--- config.mk ---
export PLATFORM = sky130hd
export DESIGN_NAME = fastcgi_record_deframer
export DESIGN_NICKNAME = d
export VERILOG_FILES = /design/src/hw/rtl/fcgi_rd_pkg.sv /design/src/hw/rtl/fcgi_rd_tracker.sv /design/src/hw/rtl/fcgi_rd_outreg.sv /design/src/hw/rtl/fastcgi_record_deframer.sv
export SDC_FILE = /design/constraint.sdc
export NUM_CORES = 1
export LEC_CHECK = 0
export ABC_AREA = 1
export BUFFER_PORTS_ARGS = -buffer_cell sky130_fd_sc_hd__buf_2
export CORE_ASPECT_RATIO = 1.75
export CORE_UTILIZATION = 53
export CTS_CLUSTER_DIAMETER = 80
export DETAILED_ROUTE_END_ITERATION = 6
export GPL_ROUTABILITY_DRIVEN = 1
export HOLD_SLACK_MARGIN = 0.05
export PLACE_DENSITY = 0.75
export SLEW_MARGIN = 20
export SYNTH_ARGS = -nofsm -noshare
export SYNTH_HDL_FRONTEND = slang
export SYNTH_SLANG_ARGS = --single-unit
export TNS_END_PERCENT = 100
--- constraint.sdc ---
create_clock -name clk -period 2 [get_ports clk]
set_clock_uncertainty 0.15 [all_clocks]
set_input_delay 0.4 -clock clk [delete_from_list [all_inputs] [get_ports clk]]
set_output_delay 0.4 -clock clk [all_outputs]
set_load 0.05 [all_outputs]
--- src/hw/rtl/fcgi_rd_pkg.sv ---
`default_nettype none
package fcgi_rd_pkg;

  // record types
  localparam logic [7:0] TYPE_END_REQUEST = 8'd3;
  localparam logic [7:0] TYPE_STDOUT      = 8'd6;
  localparam logic [7:0] TYPE_STDERR      = 8'd7;

  // byte tags
  localparam logic [2:0] KIND_HEADER  = 3'd0;
  localparam logic [2:0] KIND_STDOUT  = 3'd1;
  localparam logic [2:0] KIND_STDERR  = 3'd2;
  localparam logic [2:0] KIND_END     = 3'd3;
  localparam logic [2:0] KIND_PADDING = 3'd4;
  localparam logic [2:0] KIND_SKIPPED = 3'd5;

  // header byte positions
  localparam logic [2:0] HDR_VERSION  = 3'd0;
  localparam logic [2:0] HDR_TYPE     = 3'd1;
  localparam logic [2:0] HDR_LEN_HI   = 3'd4;
  localparam logic [2:0] HDR_LEN_LO   = 3'd5;
  localparam logic [2:0] HDR_PAD_LEN  = 3'd6;
  localparam logic [2:0] HDR_RESERVED = 3'd7;

  typedef struct packed {
    logic [7:0] byte_out;
    logic [2:0] byte_kind;
    logic       record_last;
    logic       request_done;
    logic [7:0] current_type;
  } result_t;

  function automatic logic [2:0] content_tag(input logic [7:0] rtype);
    logic [2:0] tag;
    case (rtype)
      TYPE_STDOUT:      tag = KIND_STDOUT;
      TYPE_STDERR:      tag = KIND_STDERR;
      TYPE_END_REQUEST: tag = KIND_END;
      default:          tag = KIND_SKIPPED;
    endcase
    return tag;
  endfunction

endpackage
`default_nettype wire

--- src/hw/rtl/fcgi_rd_tracker.sv ---
`default_nettype none
// Record parse state; tags one byte per step.
module fcgi_rd_tracker (
  input  wire logic              clk,
  input  wire logic              rst,
  input  wire logic              step,
  input  wire logic [7:0]        data,
  output fcgi_rd_pkg::result_t   res
);

  localparam logic [1:0] PH_HEADER  = 2'd0;
  localparam logic [1:0] PH_CONTENT = 2'd1;
  localparam logic [1:0] PH_PADDING = 2'd2;

  logic [1:0]  phase, phase_next;
  logic [2:0]  header_index, header_index_next;
  logic [7:0]  record_kind, record_kind_next;
  logic [7:0]  length_high, length_high_next;
  logic [15:0] content_left, content_left_next;
  logic [7:0]  padding_left, padding_left_next;
  logic [2:0]  kind;
  logic        last;

  always_comb begin
    phase_next        = phase;
    header_index_next = header_index;
    record_kind_next  = record_kind;
    length_high_next  = length_high;
    content_left_next = content_left;
    padding_left_next = padding_left;
    last              = 1'b0;
    kind              = fcgi_rd_pkg::KIND_HEADER;
    unique case (phase)
      PH_CONTENT: begin
        kind              = fcgi_rd_pkg::content_tag(record_kind);
        content_left_next = content_left - 16'd1;
        if (content_left_next == 16'd0) begin
          if (padding_left != 8'd0) begin
            phase_next = PH_PADDING;
          end else begin
            last       = 1'b1;
            phase_next = PH_HEADER;
          end
        end
      end
      PH_PADDING: begin
        kind              = fcgi_rd_pkg::KIND_PADDING;
        padding_left_next = padding_left - 8'd1;
        if (padding_left_next == 8'd0) begin
          last       = 1'b1;
          phase_next = PH_HEADER;
        end
      end
      default: begin
        // header phase; unused code 3 behaves the same
        case (header_index)
          fcgi_rd_pkg::HDR_VERSION: record_kind_next  = 8'd0;
          fcgi_rd_pkg::HDR_TYPE:    record_kind_next  = data;
          fcgi_rd_pkg::HDR_LEN_HI:  length_high_next  = data;
          fcgi_rd_pkg::HDR_LEN_LO:  content_left_next = {length_high, data};
          fcgi_rd_pkg::HDR_PAD_LEN: padding_left_next = data;
          default: ;
        endcase
        if (header_index == fcgi_rd_pkg::HDR_RESERVED) begin
          header_index_next = 3'd0;
          if (content_left != 16'd0) begin
            phase_next = PH_CONTENT;
          end else if (padding_left != 8'd0) begin
            phase_next = PH_PADDING;
          end else begin
            last       = 1'b1;
            phase_next = PH_HEADER;
          end
        end else begin
          header_index_next = header_index + 3'd1;
          phase_next        = PH_HEADER;
        end
      end
    endcase
  end

  always_comb begin
    res.byte_out     = data;
    res.byte_kind    = kind;
    res.record_last  = last;
    res.current_type = record_kind_next;
    res.request_done = last && (record_kind_next == fcgi_rd_pkg::TYPE_END_REQUEST);
  end

  always_ff @(posedge clk) begin
    if (rst) begin
      phase        <= PH_HEADER;
      header_index <= 3'd0;
      record_kind  <= 8'd0;
      length_high  <= 8'd0;
      content_left <= 16'd0;
      padding_left <= 8'd0;
    end else if (step) begin
      phase        <= phase_next;
      header_index <= header_index_next;
      record_kind  <= record_kind_next;
      length_high  <= length_high_next;
      content_left <= content_left_next;
      padding_left <= padding_left_next;
    end
  end

  a_done_is_last: assert property (@(posedge clk) disable iff (rst)
    step && res.request_done |-> res.record_last)
    else $error("request_done without record_last");

  a_last_back_to_header: assert property (@(posedge clk) disable iff (rst)
    step && res.record_last |=> phase == PH_HEADER && header_index == 3'd0)
    else $error("record end did not return to header start");

  a_header_index_idle: assert property (@(posedge clk) disable iff (rst)
    phase != PH_HEADER |-> header_index == 3'd0)
    else $error("header index moved outside header phase");

  a_padding_nonzero: assert property (@(posedge clk) disable iff (rst)
    phase == PH_PADDING |-> padding_left != 8'd0)
    else $error("padding phase with nothing left");

endmodule
`default_nettype wire

--- src/hw/rtl/fcgi_rd_outreg.sv ---
`default_nettype none
// Result register on the master side.
module fcgi_rd_outreg (
  input  wire logic              clk,
  input  wire logic              rst,
  input  wire logic              load,
  input  wire fcgi_rd_pkg::result_t res,
  input  wire logic              ready,
  output logic                   valid,
  output fcgi_rd_pkg::result_t   held
);

  always_ff @(posedge clk) begin
    if (rst) begin
      valid <= 1'b0;
    end else if (load) begin
      valid <= 1'b1;
    end else if (ready) begin
      valid <= 1'b0;
    end
  end

  always_ff @(posedge clk) begin
    if (load) begin
      held <= res;
    end
  end

endmodule
`default_nettype wire

--- src/hw/rtl/fastcgi_record_deframer.sv ---
`default_nettype none
// A slave byte is captured in the input register, then tagged and loaded into the result
// register that drives m_tvalid; a stall on m_tready holds it in the input register.
// Throughput: one byte per cycle while m_tready stays high; tracker state advances once per
// byte moved to the result register, with no other stall inside the block.
// Reset: synchronous rst clears both stage valids and returns the parser to the start of
// a record header; no clearing pass.
module fastcgi_record_deframer (
  input  wire logic        clk,
  input  wire logic        rst,
  input  wire logic        s_tvalid,
  output logic             s_tready,
  input  wire logic [7:0]  s_tdata,   // [7:0] stream_byte
  output logic             m_tvalid,
  input  wire logic        m_tready,
  output logic [15:0]      m_tdata,   // [7:0] byte_out, [15:8] current_type
  output logic             m_tlast,   // record_last
  output logic [3:0]       m_tuser    // [2:0] byte_kind, [3] request_done
);

  logic                 in_valid;
  logic [7:0]           in_byte;
  logic                 step;
  fcgi_rd_pkg::result_t res;
  fcgi_rd_pkg::result_t held;

  // A byte moves on when the result register is empty or being drained.
  assign step     = in_valid && (!m_tvalid || m_tready);
  assign s_tready = !in_valid || step;

  always_ff @(posedge clk) begin
    if (rst) begin
      in_valid <= 1'b0;
    end else if (s_tready) begin
      in_valid <= s_tvalid;
    end
  end

  always_ff @(posedge clk) begin
    if (s_tvalid && s_tready) begin
      in_byte <= s_tdata;
    end
  end

  // Header capture, length counting and byte tagging.
  fcgi_rd_tracker u_tracker (
    .clk  (clk),
    .rst  (rst),
    .step (step),
    .data (in_byte),
    .res  (res)
  );

  fcgi_rd_outreg u_outreg (
    .clk   (clk),
    .rst   (rst),
    .load  (step),
    .res   (res),
    .ready (m_tready),
    .valid (m_tvalid),
    .held  (held)
  );

  assign m_tdata = {held.current_type, held.byte_out};
  assign m_tlast = held.record_last;
  assign m_tuser = {held.request_done, held.byte_kind};

  a_stall_blocks_input: assert property (@(posedge clk) disable iff (rst)
    in_valid && m_tvalid && !m_tready |-> !s_tready)
    else $error("input accepted while both stages are full");

  a_step_fills_output: assert property (@(posedge clk) disable iff (rst)
    step |=> m_tvalid)
    else $error("result lost after step");

  a_kind_in_range: assert property (@(posedge clk) disable iff (rst)
    m_tvalid |-> m_tuser[2:0] <= fcgi_rd_pkg::KIND_SKIPPED)
    else $error("byte kind out of range");

endmodule
`default_nettype wire

Word-level counts from Yosys, hierarchy flattened
Index checks and enable logic that the tools add are counted.
- latch bits: 0
- output and inout port bits: 23
- memory bits (writable): 0
- flip-flop bits (word level): 76
- ROM bits: 0
- input port bits: 12
- memories kept: 0
- word-level logic and storage cells: 77
- shift-type cells: 0
- divide/modulo/power cells: 0
- multiplexer cells: 23
- bitwise operators: 3
- add/sub/neg operators: 3
- reduce and logical (&&, ||, !) cells: 21
- magnitude comparators: 0
- $mul: 0
- equality and inequality tests: 13
- operator list (kind ; number):
    16-bit case mux with 2 select lines ; 1
    8-bit case mux with 2 select lines ; 2
    8-bit by 2-bit == test with 1-bit output (second input constant) ; 2
    8-bit by 3-bit == test with 1-bit output (second input constant) ; 2
    16-bit logical NOT ; 1
    16-bit 2-to-1 mux ; 1
    8-bit 2-to-1 mux ; 2
    16-bit nonzero test ; 1
    16-bit by 1-bit subtractor with 16-bit output (second input constant) ; 1
    3-bit == test (second input constant) ; 4
    3-bit AND reduction ; 4
    2-bit 2-to-1 mux ; 5
    3-bit case mux with 3 select lines ; 1
    8-bit logical NOT ; 1
    8-bit nonzero test ; 1
    8-bit by 1-bit subtractor with 8-bit output (second input constant) ; 1
    1-bit 2-to-1 mux ; 7
    3-bit case mux with 2 select lines ; 1
    2-bit nonzero test ; 3
    2-bit by 1-bit inequality test with 1-bit output (second input constant) ; 2
    2-bit case mux with 2 select lines ; 1
    3-bit by 1-bit adder with 3-bit output (second input constant) ; 1
    3-bit by 1-bit == test with 1-bit output (second input constant) ; 1
    1-bit logical AND ; 3
    other kinds (10) ; 14

Depth between registers and ports, before layout
- depth in word-level cells: 6
- mapped depth: 16
- mapped depth without buffers: 16

Modules after synthesis
From an unflattened synthesis, not the netlist that was laid out.
- cell total of the unflattened synthesis: 504
- area total of the unflattened synthesis: 4007.6 sq um
- by module, submodules not included (module ; sequential area each (sq um) ; cells each ; area an instance (sq um) ; times used):
    fcgi_rd_tracker ; 900.9 ; 462 ; 3035.4 ; 1
    fcgi_rd_outreg ; 650.6 ; 26 ; 670.6 ; 1
    fastcgi_record_deframer ; 260.2 ; 16 ; 301.5 ; 1

Worst setup path after synthesis
No wires, ideal clock.
- path kind: register to register
- start point: register u_outreg.valid
- end point: register u_tracker.content_left[11]
- setup slack: -0.205 ns
- cell stages (with the launch flop): 8
- arrival: 1.960 ns
- buffers on the path: 1
- library setup time: 0.095 ns
- required time: 1.755 ns
- clock period less this slack: 2.205 ns
- cells stage by stage: dfxtp_1 nand2_1 nand2_1 inv_1 nand2_1 clkbuf_1 a21oi_1 a221oi_1
- cells in the longest elaborated chain, start to end: 4
- RTL lines (element ; RTL line ; RTL):
    start: declaration ; fcgi_rd_outreg.sv:9 ; output logic valid,
    start signal: assignment ; fcgi_rd_outreg.sv:15 ; valid <= 1'b0;
    start signal: assignment ; fcgi_rd_outreg.sv:17 ; valid <= 1'b1;
    start signal: assignment ; fcgi_rd_outreg.sv:19 ; valid <= 1'b0;
    1-bit logical NOT ; fastcgi_record_deframer.sv:28 ; assign step = in_valid && (!m_tvalid || m_tready);
    1-bit logical OR ; fastcgi_record_deframer.sv:28 ;
    1-bit logical AND ; fastcgi_record_deframer.sv:28 ;
    net step ; fastcgi_record_deframer.sv:23 ; logic step;
    3-bit AND reduction (no line) ; -- ;
    end signal: assignment ; fcgi_rd_tracker.sv:103 ; content_left <= content_left_next;
    end: declaration ; fcgi_rd_tracker.sv:19 ; logic [15:0] content_left, content_left_next;
The timed path passes the listed nets, and every way through them passes these cells.
A chain may end at the register's enable or synchronous reset.

==> impl_metrics.py <==
metrics = {
    "status": {
        "status": "finished, violations left",
        "violations_in_the_final_reports": "setup timing",
    },
    "final_layout": {
        "drive_gt1_share_pct": 29.1,
        "antenna_cells_inserted": 0,
        "final_nets": 578,
        "mostFrequentLayoutCells": "81 x nand2_1, 54 x nor2_1, 49 x inv_1",
        "area_growth_syn_to_layout_pct": 27.6,
        "final_core_utilization_pct": 70.6,
        "design_area_sq_um": 4910,
        "post_layout_nonfiller_instances": 644,
        "layout_commonest_cell": "nand2_1",
    },
    "logic_synthesis": {
        "yosys.area.top_type_share_pct": 24.5,
        "synth.net_count": 507,
        "post_synth_main_area_contributors": "dfxtp_1 24%, edfxtp_1 23%, nand2_1 8.7%",
        "synth.lib_cells_used.distinct": 35,
        "synth.ff_latch_count": 76,
        "netlist_instances": 484,
        "synth.yosys.warnings": 0,
        "syn_avg_cell_area_sq_um": 7.95,
        "synth_top_cell_by_area": "dfxtp_1",
        "yosysSeqAreaShare_pct": 47.1,
        "mappedNetlistArea_sq_um": 3850,
    },
    "sta": {
        "worstMarginPinSlew_ps": 573,
        "final_period_utilization_pct": 101,
        "grt_setup_unrepaired": "true",
        "final_critical_path_setup_slack_ps": -28.0,
        "finalSetupViolations": 2,
        "final_worst_hold_slack_ps": 90.7,
        "final-max-slew-violation-count": 0,
        "timing.fmax_mhz": 493,
        "maxSlewHeadroom_pct": 61.7,
        "timing.final.crit_period_ps": 2030,
        "post_route_setup_tns_ps": -47.7,
        "report.final.hold_viol_count": 0,
    },
    "critical_path": {
        "critPathCaptureType": "flip-flop",
        "cp_data_required_time_ps": 1940,
        "r2r_setup_slack_ps": -30,
        "critPathLaunchType": "flip-flop",
        "r2r_end": "u_outreg.held[9]",
        "timing.setup.critical_path_class": "flip-flop to flip-flop",
        "number_of_cells_on_the_worst_reg_to_reg_path": 13,
        "critical_path.startpoint": "u_tracker.padding_left[1]",
        "critical_path_arrival_ps": 1960,
        "critical_path.max_fanout": 3,
        "crit-reg2reg-launch": "u_tracker.padding_left[1]",
    },
    "flow_run": {
        "drv.max_cap_violation_count": 0,
    },
    "floorplanning": {
        "dieWidth_um": 66.4,
        "dieHeight_um": 115,
        "num_rows": 40,
        "fp.coreArea_sq_um": 6960,
        "fp.dieArea_sq_um": 7620,
        "ios": 35,
        "initial_core_util_pct": 55.3,
    },
    "clock_tree": {
        "cts_max_level": 3,
        "cts_num_sinks": 76,
        "clkTransAtPathRegs_ps": 60,
        "clock_tree.buffer_depth": 2,
        "ctsRootBufferMaster": "clkbuf_16",
        "worst_skew_pair.late_latency_ps": 330,
        "numCtsBuffers": 9,
        "clock_tree_from_tritoncts": "done",
    },
    "worst_hold_path": {
        "holdPathEnd": "in_byte[2]",
        "min_delay_path_depth": 1,
        "timing.hold.worst.class": "input port to flip-flop",
        "holdCritStartpoint": "s_tdata[2]",
    },
    "grt": {
        "grt_max_degree": 27,
        "grt_first_pass_wirelength_mm": 16.5,
        "antenna_found_initial": 0,
        "grt_pass1_vias": 3654,
        "overall_routing_resource_usage_pct": 29.7,
        "grt_residual_overflow": 0,
    },
    "placed_design": {
        "placed_area_sq_um": 4300,
        "preCtsSetupSlack_ps": -176,
        "routability_cong": 0.901,
        "place_inst": 617,
        "dp_hpwl_mm": 7.31,
        "port_buffers": 34,
    },
    "route": {
        "drtAntennaViolNets": 0,
        "route.detailed.drc": 0,
        "drt_iter0_drc": 252,
        "drt-total-wl_mm": 10.9,
        "firstDrtPassIters": 5,
        "route.detailed.vias_per_inst": 5.72,
        "detail_route.wl_per_cell_um": 17.0,
        "vias": 3686,
    },
    "pwr": {
        "total_leakage_power_nw": 2.19,
        "ir_drop_mv": 0.696,
        "power_mw": 4.37,
        "powerDensity_nw_per_um2": 889,
    },
}
==> where the power goes <==
group          total (mW)  switching, mW  internal, mW
clock                1.73          0.608          1.12
sequential           1.76         0.0698          1.69
combinational       0.880          0.557         0.323
==> cells in the mapped netlist <==
cell type and instances:
a21oi_2 1, nand4_1 5, buf_6 1, xor2_1 2
nor2_4 5, buf_2 3, a211oi_1 6, a221oi_1 11
or2_1 1, nor3_1 3, o21ai_0 39, dfxtp_1 47
inv_1 56, edfxtp_1 29, o21ai_1 2, nand3_1 26
or2_2 1, a21boi_0 1, nor4_1 3, o21a_1 1
nand2_2 4, nor3_4 2, ha_1 11, nand2_4 1
a21oi_4 1, nand2_1 89, xnor2_1 1, nor2_2 6
inv_2 4, a21oi_1 46, clkbuf_1 13, nor2_1 59
o211ai_1 1, nand3b_1 2, a31oi_1 1
==> repair_timing <==
item / 4_1_cts / 5_1_grt
pin swaps: 7 / 20
gates cloned: 1 / 0
setup buffers: 2 / 8
endpoints found under the setup margin: 4 / 14
hold buffers: 0 / 0
gates resized for setup: 18 / 43
==> cell type report <==
type	count	area (sq um)
clock buffers	11	243
clock inverters	5	75.1
fillers	508	2050
inverters	60	235
multi-input cells	332	1930
flip-flops and latches	76	1830
well taps	84	105
repair buffers	76	493
==> registers in the layout, summed over array words and instances, names as in the netlist <==
name                    cells
u_tracker.record_kind       8
in_byte                     8
u_tracker.length_high       8
u_tracker.padding_left      8
u_tracker.phase             2
u_outreg.held              21
u_outreg.valid              1
u_tracker.content_left     16
u_tracker.header_index      3
in_valid                    1
==> how the worst max path moves through the flow <==
stage	to	slack, ps
after floorplan	u_tracker.content_left[11]	10
after global placement	u_outreg.held[8]	-200
after detailed placement	u_outreg.held[8]	-180
after CTS	u_outreg.held[8]	-50
after global routing	u_outreg.held[8]	-130
final	u_outreg.held[9]	-30
==> logic make-up (layout without fill, tap and decap cells) <==
kind of cell	after synthesis	after routing	synth area share, %
buffers and inverters	77	152	7.80
AO/OA/AOI/OAI	110	110	16.4
XOR/XNOR	3	3	0.683
flip-flops	76	76	47.1
adder cells (fa/ha/maj)	11	11	3.58
AND/OR/NAND/NOR	207	208	24.5
==> critical path, stage by stage (launching register included) <==
cell     delay, ps
dfxtp_2        310
inv_2           70
ha_4           130
inv_2           40
nor2_4         140
nand2_2         90
or2_4          280
nand2_4         80
nor2_4          50
buf_6          120
nand4_1         80
nand2_1         90
nand2_2        100
nand2_2         50
==> routing by layer <==
metal  GRT usage, %  routed length, um
met1           29.8               3820
met2           53.4               5910
met3           5.88                508
met4           20.0                687
met5              0                  0
Note: power is estimated with default switching activity, not from simulation.
